===== src/rtl/ipv4fr_pkg.sv =====
// Shared types and constants for the IPv4 datagram fragmenter.
`default_nettype none

package ipv4fr_pkg;

  localparam logic [2:0] KIND_SEND        = 3'd0;
  localparam logic [2:0] KIND_FRAG        = 3'd1;
  localparam logic [2:0] KIND_FRAG_NEEDED = 3'd2;
  localparam logic [2:0] KIND_TIME_EXCEED = 3'd3;
  localparam logic [2:0] KIND_CANNOT      = 3'd4;

  typedef struct packed {
    logic [15:0] dgram_length;
    logic [5:0]  header_length;
    logic        dont_fragment;
    logic        more_fragments_in;
    logic [7:0]  hop_limit;
    logic [15:0] link_mtu;
    logic [7:0]  iface_id;
    logic [31:0] next_hop;
  } in_item_t;

  typedef struct packed {
    logic [2:0]  kind;
    logic [15:0] frag_length;
    logic [15:0] frag_offset;
    logic        more_flag;
    logic [7:0]  out_iface;
    logic [31:0] out_next_hop;
    logic        last;
  } out_item_t;

  typedef enum logic [1:0] {
    ST_IDLE,
    ST_CALC,
    ST_EMIT
  } fsm_state_e;

  typedef struct packed {
    logic load;
    logic calc;
    logic emit;
  } dp_cmd_t;

  typedef struct packed {
    logic single;
    logic frag_last;
  } dp_status_t;

endpackage

`default_nettype wire


===== src/rtl/ipv4fr_ctrl.sv =====
// Control state machine: input acceptance, sequencing and output register valid.
`default_nettype none

module ipv4fr_ctrl (
  input  wire logic                   clk_i,
  input  wire logic                   rst_ni,
  input  wire logic                   in_valid_i,
  output logic                        in_stall_o,
  output logic                        out_valid_o,
  input  wire logic                   out_stall_i,
  input  wire ipv4fr_pkg::dp_status_t status_i,
  output ipv4fr_pkg::dp_cmd_t         cmd_o
);
  import ipv4fr_pkg::*;

  fsm_state_e state_q, state_d;
  logic       out_valid_q, out_valid_d;
  logic       slot_free;

  assign slot_free = !out_valid_q || !out_stall_i;

  // Next state.
  always_comb begin
    state_d = state_q;
    case (state_q)
      ST_IDLE: begin
        if (in_valid_i) state_d = ST_CALC;
      end
      ST_CALC: state_d = ST_EMIT;
      ST_EMIT: begin
        if (slot_free && (status_i.single || status_i.frag_last)) state_d = ST_IDLE;
      end
      default: state_d = ST_IDLE;
    endcase
  end

  // Outputs.
  always_comb begin
    cmd_o      = '0;
    in_stall_o = 1'b1;
    case (state_q)
      ST_IDLE: begin
        in_stall_o = 1'b0;
        cmd_o.load = in_valid_i;
      end
      ST_CALC: cmd_o.calc = 1'b1;
      ST_EMIT: cmd_o.emit = slot_free;
      default: cmd_o = '0;
    endcase
    out_valid_d = cmd_o.emit ? 1'b1 : (out_valid_q && out_stall_i);
  end

  always_ff @(posedge clk_i or negedge rst_ni) begin
    if (!rst_ni) begin
      state_q     <= ST_IDLE;
      out_valid_q <= 1'b0;
    end else begin
      state_q     <= state_d;
      out_valid_q <= out_valid_d;
    end
  end

  assign out_valid_o = out_valid_q;

endmodule

`default_nettype wire


===== src/rtl/ipv4fr_datapath.sv =====
// Datapath: item registers, fragment step arithmetic and the output register.
`default_nettype none

module ipv4fr_datapath #(
  parameter int MaxFragments = 64
) (
  input  wire logic                 clk_i,
  input  wire ipv4fr_pkg::in_item_t in_item_i,
  input  wire ipv4fr_pkg::dp_cmd_t  cmd_i,
  output ipv4fr_pkg::dp_status_t    status_o,
  output ipv4fr_pkg::out_item_t     out_item_o
);
  import ipv4fr_pkg::*;

  localparam int CntW   = $clog2(MaxFragments + 1);
  localparam int LimitW = 16 + CntW;
  localparam logic [CntW-1:0] MaxFragsC = CntW'(MaxFragments);

  in_item_t          item_q;
  logic [15:0]       step_q;
  logic [15:0]       remaining_q;
  logic [15:0]       offset_q;
  logic [LimitW-1:0] limit_q;
  out_item_t         out_q;

  logic      fits, mtu_bad, too_many, expired;
  logic      single, frag_last;
  out_item_t out_d;

  assign fits      = item_q.dgram_length <= item_q.link_mtu;
  assign mtu_bad   = item_q.link_mtu <= {10'd0, item_q.header_length};
  assign too_many  = {{CntW{1'b0}}, remaining_q} > limit_q;
  assign expired   = item_q.hop_limit == 8'd0;
  assign single    = fits || mtu_bad || item_q.dont_fragment || too_many;
  assign frag_last = remaining_q <= step_q;

  assign status_o.single    = single;
  assign status_o.frag_last = frag_last;

  always_comb begin
    out_d.out_iface    = item_q.iface_id;
    out_d.out_next_hop = item_q.next_hop;
    if (single) begin
      if (fits)                       out_d.kind = expired ? KIND_TIME_EXCEED : KIND_SEND;
      else if (mtu_bad)               out_d.kind = KIND_CANNOT;
      else if (item_q.dont_fragment)  out_d.kind = KIND_FRAG_NEEDED;
      else                            out_d.kind = KIND_CANNOT;
      out_d.frag_length = item_q.dgram_length;
      out_d.frag_offset = 16'd0;
      out_d.more_flag   = item_q.more_fragments_in;
      out_d.last        = 1'b1;
    end else begin
      out_d.kind        = expired ? KIND_TIME_EXCEED : KIND_FRAG;
      out_d.frag_length = frag_last ? (item_q.dgram_length - offset_q) : item_q.link_mtu;
      out_d.frag_offset = offset_q;
      out_d.more_flag   = frag_last ? item_q.more_fragments_in : 1'b1;
      out_d.last        = frag_last;
    end
  end

  always_ff @(posedge clk_i) begin
    if (cmd_i.load) item_q <= in_item_i;
    if (cmd_i.calc) begin
      step_q      <= item_q.link_mtu - {10'd0, item_q.header_length};
      remaining_q <= item_q.dgram_length - {10'd0, item_q.header_length};
      limit_q     <= LimitW'(item_q.link_mtu - {10'd0, item_q.header_length}) * MaxFragsC;
      offset_q    <= 16'd0;
    end
    if (cmd_i.emit) begin
      out_q <= out_d;
      if (!single) begin
        offset_q    <= offset_q + step_q;
        remaining_q <= remaining_q - step_q;
      end
    end
  end

  assign out_item_o = out_q;

endmodule

`default_nettype wire


===== src/rtl/ipv4_datagram_fragmenter_unit.sv =====
// Top level of the IPv4 datagram fragmenter: controller plus datapath.
// Flow: an accepted item is loaded, then its step and fragment limit are computed, then
// its results go to the output register one per cycle while it is free or being taken,
// paced by the controller's one-item-at-a-time sequence and the output register.
// Reset: rst_ni clears the controller state and the output valid; payload holds no reset.
`default_nettype none

module ipv4_datagram_fragmenter_unit #(
  parameter int MAX_FRAGMENTS = 64
) (
  input  wire logic                  clk_i,
  input  wire logic                  rst_ni,
  input  wire logic                  in_valid_i,
  output logic                       in_stall_o,
  input  wire ipv4fr_pkg::in_item_t  in_item_i,
  output logic                       out_valid_o,
  input  wire logic                  out_stall_i,
  output ipv4fr_pkg::out_item_t      out_item_o
);
  import ipv4fr_pkg::*;

  dp_cmd_t    cmd;
  dp_status_t status;

  // Controller: take one item in idle, compute step and fragment limit, then
  // emit results into the output register whenever it is free or being taken.
  ipv4fr_ctrl u_ctrl (
    .clk_i       (clk_i),
    .rst_ni      (rst_ni),
    .in_valid_i  (in_valid_i),
    .in_stall_o  (in_stall_o),
    .out_valid_o (out_valid_o),
    .out_stall_i (out_stall_i),
    .status_i    (status),
    .cmd_o       (cmd)
  );

  // Datapath: the fragment count limit is checked as payload > MAX * step,
  // and fragments walk the payload by repeated subtraction, so no divider.
  ipv4fr_datapath #(
    .MaxFragments (MAX_FRAGMENTS)
  ) u_datapath (
    .clk_i      (clk_i),
    .in_item_i  (in_item_i),
    .cmd_i      (cmd),
    .status_o   (status),
    .out_item_o (out_item_o)
  );

  // Busy right after an item is taken.
  assert property (@(posedge clk_i) disable iff (!rst_ni)
    (in_valid_i && !in_stall_o) |=> in_stall_o)
    else $error("input taken while previous item still in work");

  // While a non-final result waits, the item is still in work.
  assert property (@(posedge clk_i) disable iff (!rst_ni)
    (out_valid_o && !out_item_o.last) |-> in_stall_o)
    else $error("input open before all fragments emitted");

  // Error results always close their item.
  assert property (@(posedge clk_i) disable iff (!rst_ni)
    (out_valid_o && (out_item_o.kind == KIND_CANNOT ||
                     out_item_o.kind == KIND_FRAG_NEEDED)) |-> out_item_o.last)
    else $error("error result not marked last");

endmodule

`default_nettype wire


===== config.mk =====
export PLATFORM = sky130hd
export DESIGN_NAME = ipv4_datagram_fragmenter_unit
export DESIGN_NICKNAME = d
export VERILOG_FILES = /design/src/rtl/ipv4fr_pkg.sv /design/src/rtl/ipv4fr_ctrl.sv /design/src/rtl/ipv4fr_datapath.sv /design/src/rtl/ipv4_datagram_fragmenter_unit.sv
export SDC_FILE = /design/constraint.sdc
export NUM_CORES = 1
export LEC_CHECK = 0
export CAP_MARGIN = 20
export CORE_MARGIN = 5
export CORE_UTILIZATION = 65
export DETAILED_ROUTE_END_ITERATION = 6
export DONT_BUFFER_PORTS = 1
export GPL_ROUTABILITY_DRIVEN = 0
export PLACE_DENSITY_LB_ADDON = 0.08
export SYNTH_ARGS = -nofsm -noshare
export SYNTH_HDL_FRONTEND = slang
export SYNTH_SLANG_ARGS = --single-unit

===== constraint.sdc =====
create_clock -name clk_i -period 12.6 [get_ports clk_i]
set_clock_uncertainty 0.05 [all_clocks]
set_input_delay 1.26 -clock clk_i [delete_from_list [all_inputs] [get_ports clk_i]]
set_output_delay 1.26 -clock clk_i [all_outputs]
set_load 0.02 [all_outputs]

==> flow_summary_export.csv, run 1 <==
group,metric,value,unit
logic_synthesis,avgSynthCellArea,11.83,um2
pwr,power.switching,1.333,mW
pwr,p_sw_share,40.55,%
routing,ant_nets,0,
timing,min_period,3.399,ns
pwr,power.density,273.7,nW/um2
layout,final_cell_mix,"edfxtp_1, ha_1, nor2_1",
pwr,power_frac_seq,39.0,%
layout,layout.nets,1130,
global_routing,grt_pass1_wl,40.88,mm
cts,cts_sinks,217,
layout,seq_area,6181,um2
pwr,combPwrFrac,41.2,%
critical_path,critPathLaunch,"u_datapath.item_q[40]",
pwr,p_total,3.288,mW
run_status,status,"complete, no violations",
critical_path,worst-path-max-fanout,56,
critical_path,endpoint_kind,"register",
logic_synthesis,synthesis.area,11060,um2
routing,firstDrtPassIters,5,
logic_synthesis,synth.area.top_cells,"edfxtp_1, ha_1, dfxtp_1",
layout,multi_input_area,4476,um2
critical_path,crit_end,"u_datapath.offset_q[15]",
cts,cts_tree,"done",
global_routing,antenna_found_initial,1,
cts,numCtsBuffers,23,
layout,fillers,1106,
placement,hpwl,18.63,mm
floorplanning,fp-row-count,47,
logic_synthesis,synth-simple-area-share,11.78,%
global_routing,grt_max_degree,89,
timing,fin_crit_sh,26.97,%
floorplanning,die_area,19730,um2
layout,final_common_cell,"edfxtp_1",
logic_synthesis,ys_seq_area_share,55.86,%
cts,cts.htree.levels,1,
flow_run,cap_violations,0,
cts,clk_pin_slew_worst_paths,0.06,ns
logic_synthesis,synth_top_family_by_area,"compound AO/OA/AOI/OAI gates",
cts,ctsHoldBuffers,0,
logic_synthesis,synth-edff-count,182,
timing,slew_violations,0,
timing,rsz0062_at_grt,"false",
global_routing,grt_pass1_vias,7587,
routing,wl_per_cell,21.94,um
critical_path,r2r_end,"u_datapath.offset_q[15]",
logic_synthesis,synth_mux_area_share,0.3619,%
cts,cts_setup_buffers,0,
placement,placed_area,11260,um2
pwr,p_int,1.955,mW
critical_path,timing.reg2reg.setup_slack,9.20,ns
cts,clk_path_buf_depth,3,
layout,fin_util,72.20,%
logic_synthesis,yosysWarnings,0,
pwr,p_clk_share,19.8,%
critical_path,required,12.98,ns
logic_synthesis,synth_nets,1116,
routing,wirelength,26.00,mm
floorplanning,initial_core_util,66.48,%
hold_path,worst_hold_startpoint,"u_datapath.item_q[19]",
layout,drive_above_1_share,7.261,%
cts,clk_latency,0.51,ns
timing,setup_viol,0,
floorplanning,fp.dieW,140.5,um
timing,slew_headroom,28.33,%
routing,drc,0,
routing,drt_iter0_drc,836,
routing,vias_per_cell,6.335,
cts,cts_resized,0,
logic_synthesis,synth_xor_area_share,4.433,%
floorplanning,fp.dieH,140.5,um
logic_synthesis,synth_top_area_share,49.40,%
global_routing,gr-total-overflow,0,
pwr,power_leakage,4.592,nW
logic_synthesis,async_flop_share,1.382,%
timing,finalHoldViolCount,0,
logic_synthesis,synth_compound_area_share,13.33,%
critical_path,r2r_cells,12,
timing,timing.setup.tns,0,ns
logic_synthesis,synthCells,935,
hold_path,hold_path.class,"reg2reg",
logic_synthesis,synth.distinct_cells,72,
logic_synthesis,ys.flop_type,"edfxtp_1",
logic_synthesis,synth-adder-area-share,10.40,%
layout,final_area,12020,um2
cts,cts-root-buf,"clkbuf_16",
routing,via_count,7507,
critical_path,r2r_start,"u_datapath.item_q[40]",
critical_path,cp.arrival,3.78,ns
timing,worst_slew_pin_slew,1.075,ns
layout,areaGrowthSynthToFinish,8.595,%
floorplanning,core-area,16640,um2
global_routing,grt_util_all_layers,26.01,%
floorplanning,ios,171,
critical_path,worstSetupPathType,"reg2reg",
critical_path,critical_path.startpoint_type,"register",
logic_synthesis,ys_ff_latch,217,
placement,numPortBuffers,0,
logic_synthesis,yosysTopAreaCell,"edfxtp_1",
pwr,vdd_drop_max,0.0001477,V
timing,max_freq,294.2,MHz
-- per-layer routing --
layer  part of all wire, %  routed length, um  GRT usage [%]  vias to the layer above
li1                      -                  -              -                     3501
met4                   2.6                663          7.139                        2
met2                    47              12300          42.74                      376
met5                 0.050                 13              0                        -
met1                    40              10480          34.06                     3571
met3                   9.7               2534          7.566                       57
-- power by group through the flow --
| stage | logic [mW] | clock network, mW | registers (mW) |
|---|---|---|---|
| floorplan | 1.03 | 0 | 1.24 |
| global placement | 1.24 | 0 | 1.29 |
| detailed placement | 1.30 | 0 | 1.29 |
| CTS | 1.32 | 0.663 | 1.28 |
| global route | 1.49 | 0.698 | 1.30 |
| finish | 1.36 | 0.652 | 1.28 |
-- cell type report --
type                            count  area share (%)
Antenna cell                        1         0.02083
Clock buffer                       25           4.853
Clock inverter                     15           1.156
Inverter                           71           2.218
Multi-Input combinational cell    628           37.25
Sequential cell                   217           51.44
Tap cell                          220           2.291
Timing Repair Buffer                8          0.7706
-- worst max-delay path: stages (launching register included) --
cell and delay (ns):
edfxtp_1 0.38, inv_1 0.07, ha_1 0.22, fa_1 0.41, nor2b_1 0.17, o31a_1 0.19, o21ai_1 0.11, a211oi_2 0.25
and3_1 0.18, buf_4 0.30, nand2_4 0.42, a21oi_1 0.33, mux2i_1 0.22
-- how the worst min path moves through the flow --
stage	end	slack, ns	depth (start not counted)
floorplan	u_datapath.out_item_o[10]	0.35	0
global placement	u_datapath.out_item_o[24]	0.35	0
detailed placement	u_datapath.out_item_o[22]	0.35	0
CTS	u_datapath.out_item_o[7]	0.37	0
global route	u_datapath.out_item_o[24]	0.37	0
finish	u_datapath.out_item_o[20]	0.37	0
-- Yosys cell counts (all sizes together) (7+ instances only) --
master / count
nor4: 14
nor2: 80
nand2b: 12
nand2: 47
a31oi: 9
ha: 84
xnor2: 36
dfxtp: 32
nand3: 29
inv: 70
a21oi: 57
o211ai: 10
nand4: 10
o21a: 14
nor3: 18
or3: 7
a21o: 18
edfxtp: 182
xor2: 20
buf: 14
o21ai: 65
nor2b: 16
-- cell families (layout without fill, tap and decap cells) --
family | Yosys count | count (layout)
and+or+nand+nor | 258 | 258
other | 0 | 1
buffers and inverters | 90 | 119
DFF | 217 | 217
AOI/OAI and AO/OA | 221 | 221
muxes | 4 | 4
adders and majority gates | 89 | 89
xor gates and xnor gates | 56 | 56
-- state kept, by name (all words and copies together) (netlist names) --
signal,cells
u_datapath.out_item_o,77
u_datapath.step_q,15
u_datapath.offset_q,16
u_datapath.item_q,88
u_datapath.limit_q,2
u_ctrl.out_valid_o,1
u_ctrl.state_q,2
u_datapath.remaining_q,16
-- metrics by stage --
stage | instances | hold slack [ns] | setup slack [ns]
CTS | 1183 | 0.3697 | 9.219
floorplan | 935 | 0.3503 | 7.063
global route | 1184 | 0.3737 | 8.970
finish | 1185 | 0.3683 | 9.201
global placement | 1142 | 0.3501 | 9.402
detailed placement | 1143 | 0.3545 | 9.220
No activity file was read; power rests on OpenSTA's default activity.
==> run 2: changes to the inputs <==
--- a/config.mk
+++ b/config.mk
@@ -7,7 +7,7 @@
 export LEC_CHECK = 0
 export CAP_MARGIN = 20
 export CORE_MARGIN = 5
-export CORE_UTILIZATION = 65
+export CORE_UTILIZATION = 58
 export DETAILED_ROUTE_END_ITERATION = 6
 export DONT_BUFFER_PORTS = 1
 export GPL_ROUTABILITY_DRIVEN = 0
==> constraint.sdc (replaced) <==
create_clock -name clk_i -period 3.1 [get_ports clk_i]
set_clock_uncertainty 0.05 [all_clocks]
set_input_delay 0.31 -clock clk_i [delete_from_list [all_inputs] [get_ports clk_i]]
set_output_delay 0.31 -clock clk_i [all_outputs]
set_load 0.02 [all_outputs]
==> run 2 against run 1 <==
Flip-flop and latch count unchanged. Utilization decreased by 2.0 points. Sequential share of layout area decreased by 4.5 points. Clock power increased to 4.3 times the previous value. Global-route usage decreased by 1.5 points. Combinational power increased to 4.2 times the previous value. Critical path depth increased by 1. Non-clock buffer count increased by 105. First-iteration DRC count decreased by 20%. Power increased to 4.2 times the previous value. Critical endpoint is now u_datapath.remaining_q[7].
==> flow_summary_export.csv, run 2 (synthesis gave the netlist of run 1 again) <==
group,metric,value,unit
layout,fin_util,70.19,%
placement,pre_cts_slack,0.1253,ns
hold_path,hold_path.class,"in2reg",
critical_path,r2r_cells,13,
global_routing,grt_util_all_layers,24.55,%
timing,fin_ws,0.1170,ns
floorplanning,die_area,21940,um2
cts,clk_pin_slew_worst_paths,0.06,ns
hold_path,min_path_cells,1,
global_routing,grt_pass1_vias,7859,
placement,hpwl,18.90,mm
routing,vias_per_cell,6.055,
pwr,p_clk_share,20.5,%
routing,ant_nets,0,
timing,timing.setup.tns,0,ns
critical_path,cp.arrival,3.32,ns
cts,cts_sinks,217,
layout,final_cell_mix,"edfxtp_1, dlygate4sd3_1, ha_1",
placement,dp.cells,1170,
cts,cts_tree,"done",
global_routing,grt_pass1_wl,42.55,mm
timing,setup_viol,0,
pwr,power_frac_seq,37.7,%
pwr,p_total,13.76,mW
critical_path,r2r_end,"u_datapath.remaining_q[7]",
timing,slew_headroom,52.08,%
cts,cts.htree.levels,1,
hold_path,worst_hold_startpoint,"out_stall_i",
routing,via_count,7896,
floorplanning,core-area,18770,um2
critical_path,endpoint_kind,"register",
layout,drive_above_1_share,8.318,%
cts,numCtsBuffers,23,
routing,drt_iter0_drc,667,
routing,firstDrtPassIters,5,
layout,fin_cells,1304,
cts,cts-root-buf,"clkbuf_16",
pwr,power_leakage,5.074,nW
critical_path,r2r_start,"u_datapath.item_q[40]",
run_status,status,"complete, no violations",
floorplanning,fp-row-count,50,
timing,whs,0.09455,ns
routing,wirelength,27.73,mm
routing,wl_per_cell,21.26,um
placement,placed_area,11440,um2
pwr,combPwrFrac,41.8,%
timing,worst_slew_pin_slew,0.7144,ns
timing,min_period,2.983,ns
critical_path,timing.reg2reg.setup_slack,0.12,ns
critical_path,required,3.43,ns
timing,finalHoldViolCount,0,
global_routing,grt_max_degree,89,
floorplanning,fp.dieH,148.1,um
layout,fillers,1271,
hold_path,holdPathEnd,"u_datapath.out_item_o[49]",
global_routing,antenna_found_initial,0,
layout,final_area,13170,um2
critical_path,worstSetupPathType,"reg2reg",
layout,largest_register_ffs,88,
layout,final_common_cell,"edfxtp_1",
timing,slew_violations,0,
layout,seq_area,6181,um2
timing,fin_crit_sh,96.23,%
floorplanning,fp.dieW,148.1,um
routing,drc,0,
cts,clk_path_buf_depth,3,
layout,largest-register,"u_datapath.item_q",
placement,numPortBuffers,0,
floorplanning,ios,171,
flow_run,cap_violations,0,
pwr,vdd_drop_max,0.0007357,V
layout,multi_input_area,4506,um2
timing,max_freq,335.2,MHz
pwr,power.density,1044,nW/um2
critical_path,worst-path-max-fanout,37,
cts,clk_latency,0.52,ns
layout,layout.nets,1235,
pwr,p_int,8.316,mW
layout,antennaDiodeCount,0,
global_routing,gr-total-overflow,0,
pwr,power.switching,5.442,mW
layout,areaGrowthSynthToFinish,19.05,%
pwr,p_sw_share,39.55,%
critical_path,critical_path.startpoint_type,"register",
floorplanning,initial_core_util,58.95,%
## run 2: cell types whose count changed in the layout (fill, tap and decap cells not counted), sizes merged
cell,before,now
buf,8,21
bufinv,2,4
clkbuf,25,29
clkinv,10,6
clkinvlp,1,2
diode,1,0
dlygate4sd3,0,92
inv,73,71
## run 2: worst max-delay path by stage
stage                                     start                         to  slack, ns  cells after the start
after CTS                 u_datapath.item_q[40]  u_datapath.out_item_o[66]       0.12                     11
after floorplan               u_ctrl.state_q[0]  u_datapath.remaining_q[3]       0.42                      7
after global placement    u_datapath.item_q[72]  u_datapath.out_item_o[72]       0.17                     11
final                     u_datapath.item_q[40]  u_datapath.remaining_q[7]       0.12                     13
after global routing       u_datapath.step_q[7]  u_datapath.out_item_o[73]     -0.008                     12
after detailed placement  u_datapath.item_q[40]  u_datapath.out_item_o[66]       0.13                     11
## run 2: cell type report
type | count | share of cell area, %
repair buffers | 113 | 8.758
multi-input cells | 628 | 34.20
clock inverters | 12 | 1.254
well taps | 234 | 2.223
inverters | 71 | 2.023
clock buffers | 29 | 4.616
flip-flops and latches | 217 | 46.92
## run 2: timing repair
| action | CTS | global route |
|---|---|---|
| setup endpoints to repair | 0 | 33 |
| buffers inserted | 0 | 1 |
| gates resized for setup | 0 | 9 |
| hold buffers | 92 | 0 |
| endpoints found under the hold margin | 94 | 0 |
## run 2: layer usage
layer	GRT usage, %	vias up	wire (um)
met5	0	-	0
met4	6.236	0	760
met3	5.545	65	2143
met2	41.49	352	13440
met1	32.45	3777	11380
li1	-	3702	-
## run 2: worst max-delay path: stages, from the launching register on
cell,delay [ns]
edfxtp_1,0.38
inv_1,0.07
ha_1,0.23
fa_1,0.43
nor2b_2,0.14
o31a_1,0.18
o21ai_1,0.12
a211oi_2,0.26
and3_1,0.25
buf_12,0.19
nand2_4,0.08
buf_12,0.21
o21ai_0,0.11
o22ai_2,0.10
## run 2: power by group through the flow
| stage | registers, mW | logic, mW | clock network [mW] |
|---|---|---|---|
| after CTS | 5.16 | 5.61 | 2.85 |
| after floorplan | 5.01 | 4.20 | 0 |
| after global placement | 5.19 | 5.28 | 0 |
| final | 5.18 | 5.75 | 2.83 |
| after global routing | 5.26 | 6.30 | 3.01 |
| after detailed placement | 5.21 | 5.47 | 0 |
